==> src/rtl/agsm_pkg.sv <==
`timescale 1ns / 1ps
// ----------------------------------------------------------------------------
// Alternate-group sector mapper: shared definitions
// Types, register codes, state encoding and constants for the modules of the
// mapper.
// ----------------------------------------------------------------------------
package agsm_pkg;

	localparam int unsigned DEF_MAX_RUNS = 64;
	localparam int unsigned QUEUE_DEPTH  = 2;
	localparam int unsigned ADDR_W       = 5;
	localparam int unsigned DATA_W       = 32;
	localparam int unsigned SECTOR_W     = 32;
	localparam int unsigned GROUP_W      = 16;
	localparam int unsigned SBYTES_W     = 14;
	localparam int unsigned OFFSET_W     = 47;
	localparam int unsigned LENGTH_W     = 45;
	localparam logic [SBYTES_W-1:0] SECTOR_BYTES_RST = 14'd512;

	typedef enum logic [2:0] {
		REG_GROUP_SIZE     = 3'd0,
		REG_SPARE_COUNT    = 3'd1,
		REG_SPARE_OFFSET   = 3'd2,
		REG_FRONT_SECTORS  = 3'd3,
		REG_PARTITION_BASE = 3'd4,
		REG_SECTOR_BYTES   = 3'd5
	} reg_idx_t;

	typedef struct packed {
		logic [GROUP_W-1:0]  group_size;
		logic [GROUP_W-1:0]  spare_count;
		logic [GROUP_W-1:0]  spare_offset;
		logic [SECTOR_W-1:0] front_sectors;
		logic [SECTOR_W-1:0] partition_base;
		logic [SBYTES_W-1:0] sector_bytes;
	} cfg_t;

	typedef struct packed {
		logic [SECTOR_W-1:0] start_sector;
		logic [SECTOR_W-1:0] sector_count;
	} req_t;

	typedef struct packed {
		logic [OFFSET_W-1:0] byte_offset;
		logic [LENGTH_W-1:0] byte_length;
		logic                last_run;
		logic                truncated;
	} rsp_t;

	// One classified request waiting for the back end.
	typedef struct packed {
		logic [SECTOR_W-1:0] sector;
		logic [SECTOR_W-1:0] count;
		logic                grouped;
	} job_t;

	typedef struct packed {
		logic [SECTOR_W-1:0] quot;
		logic [GROUP_W-1:0]  rem;
	} div_res_t;

	typedef enum logic [2:0] {
		ST_IDLE,
		ST_DIV_GO,
		ST_DIV_WAIT,
		ST_CALC_POS,
		ST_CALC_RUN,
		ST_MUL_LO,
		ST_MUL_HI,
		ST_EMIT
	} back_state_t;

endpackage

==> src/rtl/agsm_regs.sv <==
`timescale 1ns / 1ps
// ----------------------------------------------------------------------------
// Alternate-group sector mapper: configuration registers
// APB-style register file holding the disk geometry and partition settings.
// ----------------------------------------------------------------------------
module agsm_regs import agsm_pkg::*; (
	input  logic              clk,
	input  logic              arst_n,
	input  logic              psel,
	input  logic              penable,
	input  logic              pwrite,
	input  logic [ADDR_W-1:0] paddr,
	input  logic [DATA_W-1:0] pwdata,
	output logic [DATA_W-1:0] prdata,
	output logic              pready,
	output cfg_t              cfg
);

	cfg_t     cfg_q;
	reg_idx_t idx;
	logic     wr_en;

	assign idx    = reg_idx_t'(paddr[ADDR_W-1:2]);
	assign wr_en  = psel & penable & pwrite;
	assign pready = 1'b1;
	assign cfg    = cfg_q;

	always_ff @(posedge clk or negedge arst_n) begin
		if (!arst_n) begin
			cfg_q.group_size     <= '0;
			cfg_q.spare_count    <= '0;
			cfg_q.spare_offset   <= '0;
			cfg_q.front_sectors  <= '0;
			cfg_q.partition_base <= '0;
			cfg_q.sector_bytes   <= SECTOR_BYTES_RST;
		end else if (wr_en) begin
			unique case (idx)
				REG_GROUP_SIZE:     cfg_q.group_size     <= pwdata[GROUP_W-1:0];
				REG_SPARE_COUNT:    cfg_q.spare_count    <= pwdata[GROUP_W-1:0];
				REG_SPARE_OFFSET:   cfg_q.spare_offset   <= pwdata[GROUP_W-1:0];
				REG_FRONT_SECTORS:  cfg_q.front_sectors  <= pwdata[SECTOR_W-1:0];
				REG_PARTITION_BASE: cfg_q.partition_base <= pwdata[SECTOR_W-1:0];
				REG_SECTOR_BYTES:   cfg_q.sector_bytes   <= pwdata[SBYTES_W-1:0];
				default: ;
			endcase
		end
	end

	always_comb begin
		prdata = '0;
		unique case (idx)
			REG_GROUP_SIZE:     prdata = DATA_W'(cfg_q.group_size);
			REG_SPARE_COUNT:    prdata = DATA_W'(cfg_q.spare_count);
			REG_SPARE_OFFSET:   prdata = DATA_W'(cfg_q.spare_offset);
			REG_FRONT_SECTORS:  prdata = DATA_W'(cfg_q.front_sectors);
			REG_PARTITION_BASE: prdata = DATA_W'(cfg_q.partition_base);
			REG_SECTOR_BYTES:   prdata = DATA_W'(cfg_q.sector_bytes);
			default:            prdata = '0;
		endcase
	end

endmodule

==> src/rtl/agsm_front.sv <==
`timescale 1ns / 1ps
// ----------------------------------------------------------------------------
// Alternate-group sector mapper: front end
// Accepts requests, rebases them onto the partition, decides whether the
// disk is grouped and queues the result for the back end.
// ----------------------------------------------------------------------------
module agsm_front import agsm_pkg::*; (
	input  logic clk,
	input  logic arst_n,
	input  cfg_t cfg,
	input  logic req_valid,
	output logic req_ready,
	input  req_t req,
	output logic job_valid,
	output job_t job,
	input  logic job_pop
);

	localparam int unsigned PTR_W = (QUEUE_DEPTH > 1) ? $clog2(QUEUE_DEPTH) : 1;
	localparam int unsigned CNT_W = $clog2(QUEUE_DEPTH + 1);

	job_t             mem_q [QUEUE_DEPTH];
	logic [PTR_W-1:0] wr_ptr_q;
	logic [PTR_W-1:0] rd_ptr_q;
	logic [CNT_W-1:0] cnt_q;
	job_t             job_in;
	logic             push;
	logic             pop;

	assign req_ready = (cnt_q != CNT_W'(QUEUE_DEPTH));
	assign job_valid = (cnt_q != '0);
	assign push      = req_valid & req_ready;
	assign pop       = job_pop & job_valid;
	assign job       = mem_q[rd_ptr_q];

	// The partition base wraps modulo 2^32, as does the running sector later.
	always_comb begin
		job_in.sector  = req.start_sector + cfg.partition_base;
		job_in.count   = req.sector_count;
		job_in.grouped = (cfg.group_size > cfg.spare_count);
	end

	always_ff @(posedge clk) begin
		if (push) begin
			mem_q[wr_ptr_q] <= job_in;
		end
	end

	always_ff @(posedge clk or negedge arst_n) begin
		if (!arst_n) begin
			wr_ptr_q <= '0;
			rd_ptr_q <= '0;
			cnt_q    <= '0;
		end else begin
			if (push) begin
				wr_ptr_q <= (wr_ptr_q == PTR_W'(QUEUE_DEPTH - 1)) ? '0 : wr_ptr_q + 1'b1;
			end
			if (pop) begin
				rd_ptr_q <= (rd_ptr_q == PTR_W'(QUEUE_DEPTH - 1)) ? '0 : rd_ptr_q + 1'b1;
			end
			if (push && !pop) begin
				cnt_q <= cnt_q + 1'b1;
			end else if (pop && !push) begin
				cnt_q <= cnt_q - 1'b1;
			end
		end
	end

endmodule

==> src/rtl/agsm_div.sv <==
`timescale 1ns / 1ps
// ----------------------------------------------------------------------------
// Alternate-group sector mapper: sector divider
// Restoring divider, one quotient bit per cycle, giving the group number and
// the position inside the usable part of the group.
// ----------------------------------------------------------------------------
module agsm_div import agsm_pkg::*; (
	input  logic                clk,
	input  logic                arst_n,
	input  logic                start,
	input  logic [SECTOR_W-1:0] dividend,
	input  logic [GROUP_W-1:0]  divisor,
	output logic                busy,
	output logic                done,
	output div_res_t            res
);

	localparam int unsigned STEP_W = $clog2(SECTOR_W);

	logic [SECTOR_W-1:0] quo_q;
	logic [GROUP_W-1:0]  rem_q;
	logic [GROUP_W-1:0]  dsr_q;
	logic [STEP_W-1:0]   step_q;
	logic                busy_q;
	logic                done_q;
	logic [GROUP_W:0]    trial;
	logic [GROUP_W:0]    diff;
	logic                take;

	assign trial = {rem_q, quo_q[SECTOR_W-1]};
	assign diff  = trial - {1'b0, dsr_q};
	assign take  = (trial >= {1'b0, dsr_q});

	assign busy     = busy_q;
	assign done     = done_q;
	assign res.quot = quo_q;
	assign res.rem  = rem_q;

	always_ff @(posedge clk or negedge arst_n) begin
		if (!arst_n) begin
			busy_q <= 1'b0;
			done_q <= 1'b0;
			step_q <= '0;
		end else begin
			done_q <= 1'b0;
			if (start) begin
				busy_q <= 1'b1;
				step_q <= '0;
			end else if (busy_q) begin
				step_q <= step_q + 1'b1;
				if (step_q == STEP_W'(SECTOR_W - 1)) begin
					busy_q <= 1'b0;
					done_q <= 1'b1;
				end
			end
		end
	end

	// The partial remainder always stays below the divisor, so 16 bits hold it.
	always_ff @(posedge clk) begin
		if (start) begin
			quo_q <= dividend;
			rem_q <= '0;
			dsr_q <= divisor;
		end else if (busy_q) begin
			quo_q <= {quo_q[SECTOR_W-2:0], take};
			rem_q <= take ? diff[GROUP_W-1:0] : trial[GROUP_W-1:0];
		end
	end

endmodule

==> src/rtl/agsm_back.sv <==
`timescale 1ns / 1ps
// ----------------------------------------------------------------------------
// Alternate-group sector mapper: back end
// Splits each queued request into physical runs and scales them to bytes,
// holding each finished run in an output register until it is taken.
// ----------------------------------------------------------------------------
module agsm_back import agsm_pkg::*; #(
	parameter int unsigned MAX_RUNS = DEF_MAX_RUNS
) (
	input  logic clk,
	input  logic arst_n,
	input  cfg_t cfg,
	input  logic job_valid,
	input  job_t job,
	output logic job_pop,
	output logic rsp_valid,
	input  logic rsp_ready,
	output rsp_t rsp
);

	localparam int unsigned RUN_W  = $clog2(MAX_RUNS + 1);
	localparam int unsigned HALF_W = 24;
	localparam int unsigned QG_W   = SECTOR_W + GROUP_W;

	back_state_t state_q, state_d;

	logic [SECTOR_W-1:0]               sector_q;
	logic [SECTOR_W-1:0]               count_q;
	logic                              grouped_q;
	logic [RUN_W-1:0]                  runs_q;
	logic [GROUP_W:0]                  pos_q;
	logic [QG_W-1:0]                   qg_q;
	logic [SECTOR_W-1:0]               limit_q;
	logic [OFFSET_W-1:0]               phys_q;
	logic [HALF_W+SBYTES_W-1:0]        plo_q;
	logic [OFFSET_W-HALF_W+SBYTES_W-1:0] phi_q;
	logic [LENGTH_W-1:0]               len_q;
	rsp_t                              rsp_q;
	logic                              rsp_valid_q;

	logic                              div_start;
	logic                              div_busy;
	logic                              div_done;
	div_res_t                          div_res;
	logic [GROUP_W-1:0]                usable;
	logic                              rsp_load;

	logic [GROUP_W:0]                  pos_adj;
	logic [QG_W-1:0]                   qg_prod;
	logic [GROUP_W+1:0]                lim_raw;
	logic [SECTOR_W-1:0]               limit_d;
	logic [OFFSET_W-1:0]               phys_d;
	logic [SECTOR_W+SBYTES_W-1:0]      len_prod;
	logic [OFFSET_W-1:0]               off_sum;
	logic                              run_done;
	logic                              run_cut;

	assign usable = cfg.group_size - cfg.spare_count;

	agsm_div u_div (
		.clk      (clk),
		.arst_n   (arst_n),
		.start    (div_start),
		.dividend (sector_q),
		.divisor  (usable),
		.busy     (div_busy),
		.done     (div_done),
		.res      (div_res)
	);

	// Positions at or past the spare block are pushed over it.
	always_comb begin
		pos_adj = {1'b0, div_res.rem};
		if (div_res.rem >= cfg.spare_offset) begin
			pos_adj = {1'b0, div_res.rem} + {1'b0, cfg.spare_count};
		end
		qg_prod = div_res.quot * cfg.group_size;
	end

	// On a grouped disk a run ends at the spare block or, past it, at the spare
	// block of the next group; the remaining count may cut it shorter.
	always_comb begin
		if (pos_q < {1'b0, cfg.spare_offset}) begin
			lim_raw = {2'b0, cfg.spare_offset} - {1'b0, pos_q};
		end else begin
			lim_raw = {2'b0, cfg.group_size} - {1'b0, pos_q} + {2'b0, cfg.spare_offset};
		end
		if (grouped_q) begin
			limit_d = (count_q < SECTOR_W'(lim_raw)) ? count_q : SECTOR_W'(lim_raw);
			phys_d  = qg_q[OFFSET_W-1:0] + OFFSET_W'(pos_q) + OFFSET_W'(cfg.front_sectors);
		end else begin
			limit_d = count_q;
			phys_d  = OFFSET_W'(sector_q) + OFFSET_W'(cfg.front_sectors);
		end
	end

	assign len_prod = limit_q * cfg.sector_bytes;
	assign off_sum  = OFFSET_W'(plo_q) + {phi_q[OFFSET_W-HALF_W-1:0], {HALF_W{1'b0}}};
	assign run_done = (count_q == '0);
	assign run_cut  = !run_done && (runs_q >= RUN_W'(MAX_RUNS));

	always_comb begin
		state_d   = state_q;
		job_pop   = 1'b0;
		div_start = 1'b0;
		rsp_load  = 1'b0;
		unique case (state_q)
			ST_IDLE: begin
				if (job_valid) begin
					job_pop = 1'b1;
					state_d = job.grouped ? ST_DIV_GO : ST_CALC_RUN;
				end
			end
			ST_DIV_GO: begin
				div_start = 1'b1;
				state_d   = ST_DIV_WAIT;
			end
			ST_DIV_WAIT: begin
				if (div_done) begin
					state_d = ST_CALC_POS;
				end
			end
			ST_CALC_POS: state_d = ST_CALC_RUN;
			ST_CALC_RUN: state_d = ST_MUL_LO;
			ST_MUL_LO:   state_d = ST_MUL_HI;
			ST_MUL_HI:   state_d = ST_EMIT;
			ST_EMIT: begin
				if (!rsp_valid_q || rsp_ready) begin
					rsp_load = 1'b1;
					state_d  = (run_done || run_cut) ? ST_IDLE : ST_DIV_GO;
				end
			end
			default: state_d = ST_IDLE;
		endcase
	end

	always_ff @(posedge clk or negedge arst_n) begin
		if (!arst_n) begin
			state_q     <= ST_IDLE;
			runs_q      <= '0;
			rsp_valid_q <= 1'b0;
		end else begin
			state_q <= state_d;
			if (job_pop) begin
				runs_q <= '0;
			end else if (state_q == ST_MUL_LO) begin
				runs_q <= runs_q + 1'b1;
			end
			if (rsp_load) begin
				rsp_valid_q <= 1'b1;
			end else if (rsp_ready) begin
				rsp_valid_q <= 1'b0;
			end
		end
	end

	always_ff @(posedge clk) begin
		if (job_pop) begin
			sector_q  <= job.sector;
			count_q   <= job.count;
			grouped_q <= job.grouped;
		end
		if (state_q == ST_CALC_POS) begin
			pos_q <= pos_adj;
			qg_q  <= qg_prod;
		end
		if (state_q == ST_CALC_RUN) begin
			limit_q <= limit_d;
			phys_q  <= phys_d;
		end
		if (state_q == ST_MUL_LO) begin
			plo_q    <= phys_q[HALF_W-1:0] * cfg.sector_bytes;
			len_q    <= len_prod[LENGTH_W-1:0];
			sector_q <= sector_q + limit_q;
			count_q  <= count_q - limit_q;
		end
		if (state_q == ST_MUL_HI) begin
			phi_q <= phys_q[OFFSET_W-1:HALF_W] * cfg.sector_bytes;
		end
		if (rsp_load) begin
			rsp_q.byte_offset <= off_sum;
			rsp_q.byte_length <= len_q;
			rsp_q.last_run    <= run_done || run_cut;
			rsp_q.truncated   <= run_cut;
		end
	end

	assign rsp_valid = rsp_valid_q;
	assign rsp       = rsp_q;

	a_trunc_is_last: assert property (@(posedge clk) disable iff (!arst_n)
		rsp_valid_q && rsp_q.truncated |-> rsp_q.last_run)
		else $error("truncated run not marked as last");

	a_idle_div_quiet: assert property (@(posedge clk) disable iff (!arst_n)
		(state_q == ST_IDLE) |-> !div_busy)
		else $error("divider still busy with no request in progress");

	a_run_limit: assert property (@(posedge clk) disable iff (!arst_n)
		runs_q <= RUN_W'(MAX_RUNS))
		else $error("run counter beyond the run limit");

	a_ungrouped_single: assert property (@(posedge clk) disable iff (!arst_n)
		(state_q == ST_EMIT) && !grouped_q |-> run_done)
		else $error("ungrouped request needs more than one run");

endmodule

==> src/rtl/alt_group_sector_mapper_core.sv <==
`timescale 1ns / 1ps
// ----------------------------------------------------------------------------
// Alternate-group sector mapper
// Splits a partition-relative read request into physical byte runs on a disk
// whose alternate-sector groups reserve a block of spare sectors.
// ----------------------------------------------------------------------------
// For each run on a grouped disk the back end uses the 32-step serial divider,
// then works out the position, the run limit and the two halves of the byte
// offset; an ungrouped request skips the divider and needs a single run.
// Two requests can be queued ahead of the back end; a finished run waits in the
// output register while the next one is worked out.
// Reset clears all control state and the registers; sector_bytes resets to 512.
module alt_group_sector_mapper_core import agsm_pkg::*; #(
	parameter int unsigned MAX_RUNS = DEF_MAX_RUNS
) (
	input  logic              clk,
	input  logic              arst_n,
	input  logic              req_valid,
	output logic              req_ready,
	input  req_t              req,
	output logic              rsp_valid,
	input  logic              rsp_ready,
	output rsp_t              rsp,
	input  logic              psel,
	input  logic              penable,
	input  logic              pwrite,
	input  logic [ADDR_W-1:0] paddr,
	input  logic [DATA_W-1:0] pwdata,
	output logic [DATA_W-1:0] prdata,
	output logic              pready
);

	cfg_t cfg;
	logic job_valid;
	job_t job;
	logic job_pop;

	agsm_regs u_regs (
		.clk     (clk),
		.arst_n  (arst_n),
		.psel    (psel),
		.penable (penable),
		.pwrite  (pwrite),
		.paddr   (paddr),
		.pwdata  (pwdata),
		.prdata  (prdata),
		.pready  (pready),
		.cfg     (cfg)
	);

	agsm_front u_front (
		.clk       (clk),
		.arst_n    (arst_n),
		.cfg       (cfg),
		.req_valid (req_valid),
		.req_ready (req_ready),
		.req       (req),
		.job_valid (job_valid),
		.job       (job),
		.job_pop   (job_pop)
	);

	agsm_back #(
		.MAX_RUNS (MAX_RUNS)
	) u_back (
		.clk       (clk),
		.arst_n    (arst_n),
		.cfg       (cfg),
		.job_valid (job_valid),
		.job       (job),
		.job_pop   (job_pop),
		.rsp_valid (rsp_valid),
		.rsp_ready (rsp_ready),
		.rsp       (rsp)
	);

endmodule
==> config.mk <==
export PLATFORM = sky130hd
export DESIGN_NAME = alt_group_sector_mapper_core
export DESIGN_NICKNAME = d
export VERILOG_FILES = /design/src/rtl/agsm_pkg.sv /design/src/rtl/agsm_regs.sv /design/src/rtl/agsm_front.sv /design/src/rtl/agsm_div.sv /design/src/rtl/agsm_back.sv /design/src/rtl/alt_group_sector_mapper_core.sv
export SDC_FILE = /design/constraint.sdc
export NUM_CORES = 2
export LEC_CHECK = 0
export BUFFER_PORTS_ARGS = -buffer_cell sky130_fd_sc_hd__buf_2
export CAP_MARGIN = 20
export CELL_PAD_IN_SITES_DETAIL_PLACEMENT = 0
export CELL_PAD_IN_SITES_GLOBAL_PLACEMENT = 1
export CORE_UTILIZATION = 50
export DETAILED_ROUTE_END_ITERATION = 12
export HOLD_SLACK_MARGIN = 0.08
export PLACE_DENSITY_LB_ADDON = 0.1
export SYNTH_ARGS = -nofsm -noshare
export SYNTH_HDL_FRONTEND = slang
export SYNTH_HIERARCHICAL = 1
export SYNTH_SLANG_ARGS = --single-unit
==> constraint.sdc <==
create_clock -name clk -period 12.9 [get_ports clk]
set_input_delay 0.645 -clock clk [delete_from_list [all_inputs] [get_ports clk]]
set_output_delay 0.645 -clock clk [all_outputs]
set_load 0.02 [all_outputs]
==> metrics <==
most used standard cell by instance count after synthesis inv_1; grt total ovfl 0; met2 wire len 125 mm; die area 181000 µm²; Setup crit end kind flop; register area share after synthesis 24.2%; initial antenna violation count 16; RSZ-0062 raised after global routing no; Seq cells post-synth 750; total power 27.1 mW; Reg2Reg Setup Slack 4.37 ns; Post-CTS Resized 0; PwrDens 282 nW/µm²; Fin Clk Skew 0.0817 ns; placer congestion estimate 0.923; status finished clean; CTS Buf Count 88; via count 63900; Syn Nets 11000; wire length of the first global-routing pass 405 mm; clock sink count 750; CP Max Fanout 23; Post-CTS Setup Bufs 0; IO buf count 233; largest net degree at the start of global routing 97; Mapped Area 89400 µm²; Synth top area share 27.8%; number of global-route vias before repair 67000; die height 425 µm; share of cells above drive strength 1 8.96%; final setup vio count 0; Gate Count Post-Synth 8973; Routed WL 264 mm; Final Util 54.3%; Rows 154; Area growth syn-to-layout 7.46%; Avg Cell Area, Syn 9.97 µm²; Clk Latency, worst-skew pair 0.76 ns; global-route usage over all layers 29.7%; synth unique cells 112; Critical Path RT 13.47 ns; fillcell total 16000; DR vias/cell 5.57; IO Count 237; root buf cell clkbuf_16; setup_tns 0 ns; Max-Cap Viols 0; Placeable Area 177000 µm²; Yosys warning total 6; Worst setup SP type flop; Pre-antenna DRT Iters 6; P_leak 44.8 nW; # DRC 0; post-DP HPWL 200 mm; Post-synth EDFFs 586; final hold vios 0; top sig layer met5; area leader, netlist fa_1; ys async rst share 19.7%; Antenna Violating Nets Remaining 0; Final Critical Period 8.53 ns; Nets 11100; met1 WL 113 mm; dominant synthesized flop cell edfxtp_1; metal3 WL 14.8 mm; DR WL/cell 23.0 µm; initial DRC count 4443; die width 425 µm; slew of the pin with the lowest slew margin 1.17 ns; WP data arrival 9.09 ns; Hold Crit Class primary input to flop; Max Clk Rate 0.117 GHz; Initial Util 50.6%; clk slew on worst S/H paths 0.06 ns; most frequent cells after synthesis inv_1 (1545), fa_1 (1241), nand2_1 (1137); Post-CTS Hold Fix Bufs 10; clk buf depth 3; Synth area leaders fa_1 (28%), edfxtp_1 (20%), ha_1 (9.7%); CTS H-tree depth 3; worst setup path class flop to flop; CTS tree built; VDD IR max 0.000349 V; Slew Limit Fails 0; final worst-path cycle share 66.1%; Relative slew margins 21.8%
[cell usage in the layout (no fill, tap or decap), types with 131 or more instances in the layout]
cell type and count:
and2_1 682, xnor2_1 268, ha_1 694, mux2_2 249, buf_2 232, inv_1 1544, a21o_1 156, o21ai_0 264
nor2_1 210, fa_1 1241, nand2_1 1137, a21oi_1 296, dfrtp_1 131, edfxtp_1 586
[flip-flops by register name (all words and copies together) (netlist names), 2 cells and up]
register	flops
u_front/mem_q	130
u_regs/cfg	126
u_back/rsp	94
u_back/phys_q	47
u_back/qg_q	47
u_back/len_q	45
u_back/plo_q	38
u_back/count_q	32
u_back/limit_q	32
u_back/sector_q	32
u_back/u_div/quo_q	32
u_back/phi_q	23
u_back/pos_q	17
u_back/u_div/dsr_q	16
u_back/u_div/rem_q	16
u_back/runs_q	7
u_back/u_div/step_q	5
u_back/state_q	3
u_front/cnt_q	2
[critical path, cell delays in order (launching register included)]
cell and delay (ns):
dfrtp_2 0.81, buf_4 0.52, nand2_1 0.15, fa_1 0.50
fa_1 0.55, inv_1 0.06, fa_1 0.55, fa_1 0.45
fa_1 0.49, inv_1 0.05, fa_1 0.48, inv_1 0.05
ha_1 0.36, a21oi_1 0.22, o21ai_0 0.21, a221oi_1 0.40
o21ai_0 0.15, a211oi_1 0.90, o221ai_1 0.23, a21o_1 0.30
a31oi_2 0.30, or4b_1 0.47, o211ai_1 0.10
[cells by family (layout without fill, tap and decap cells)]
group	after synthesis	in the layout	share of synthesized area, %
compound gates	1196	1196	8.83
xor+xnor	386	386	3.78
fa+ha+maj	1935	1935	37.5
buf+inv	1901	2050	8.15
flops	750	750	24.2
mux	318	318	3.91
other cells	1	10	0.00419
simple gates	2486	2486	13.7
[area by class of cell]
cell class,count,area [µm²],share of cell area [%]
repair buffers,344,2030,2.11
flip-flops and latches,750,21600,22.5
well taps,2340,2930,3.05
multi-input cells,6322,60600,63.0
clock inverters,50,727,0.756
inverters,1545,5800,6.04
clock buffers,111,2370,2.47
diodes,9,22.5,0.0234
[metal layers]
metal | global-route usage, % | vias up
met5 | 0 | -
met4 | 12.3 | 2
met3 | 3.80 | 392
met2 | 49.2 | 1792
met1 | 39.4 | 32600
li1 | - | 29100
[where the power goes]
group          total (mW)  leakage, nW  internal (mW)  switching [mW]
clock network        2.69         1.50           1.59            1.09
logic                20.4         35.9           8.44            11.9
registers            4.04         7.38           3.79           0.247
[path summary, 6_finish.rpt]
kind / start / to / cells past startpoint
max: u_regs/cfg[5] / u_back/len_q[41] / 22
min: req[22] / u_front/mem_q[1][23] / 1
max reg2reg: u_regs/cfg[5] / u_back/len_q[41] / 22
min reg2reg: u_back/len_q[4] / u_back/rsp[6] / 0
max in group asynchronous: arst_n / u_front/rd_ptr_q / 3
min in group asynchronous: arst_n / u_regs/cfg[124] / 2
[stage by stage]
step	setup slack [ns]	cell area (µm²)	hold WS [ns]	std cells
final	4.37	96100	0.139	11500
after global routing	4.09	96100	0.104	11500
after CTS	4.43	96100	0.0847	11500
after detailed placement	4.45	92900	0.405	11300
after global placement	4.44	92900	0.401	11300
after floorplan	6.02	89400	0.349	8973
No activity file was read; power rests on OpenSTA's default activity.
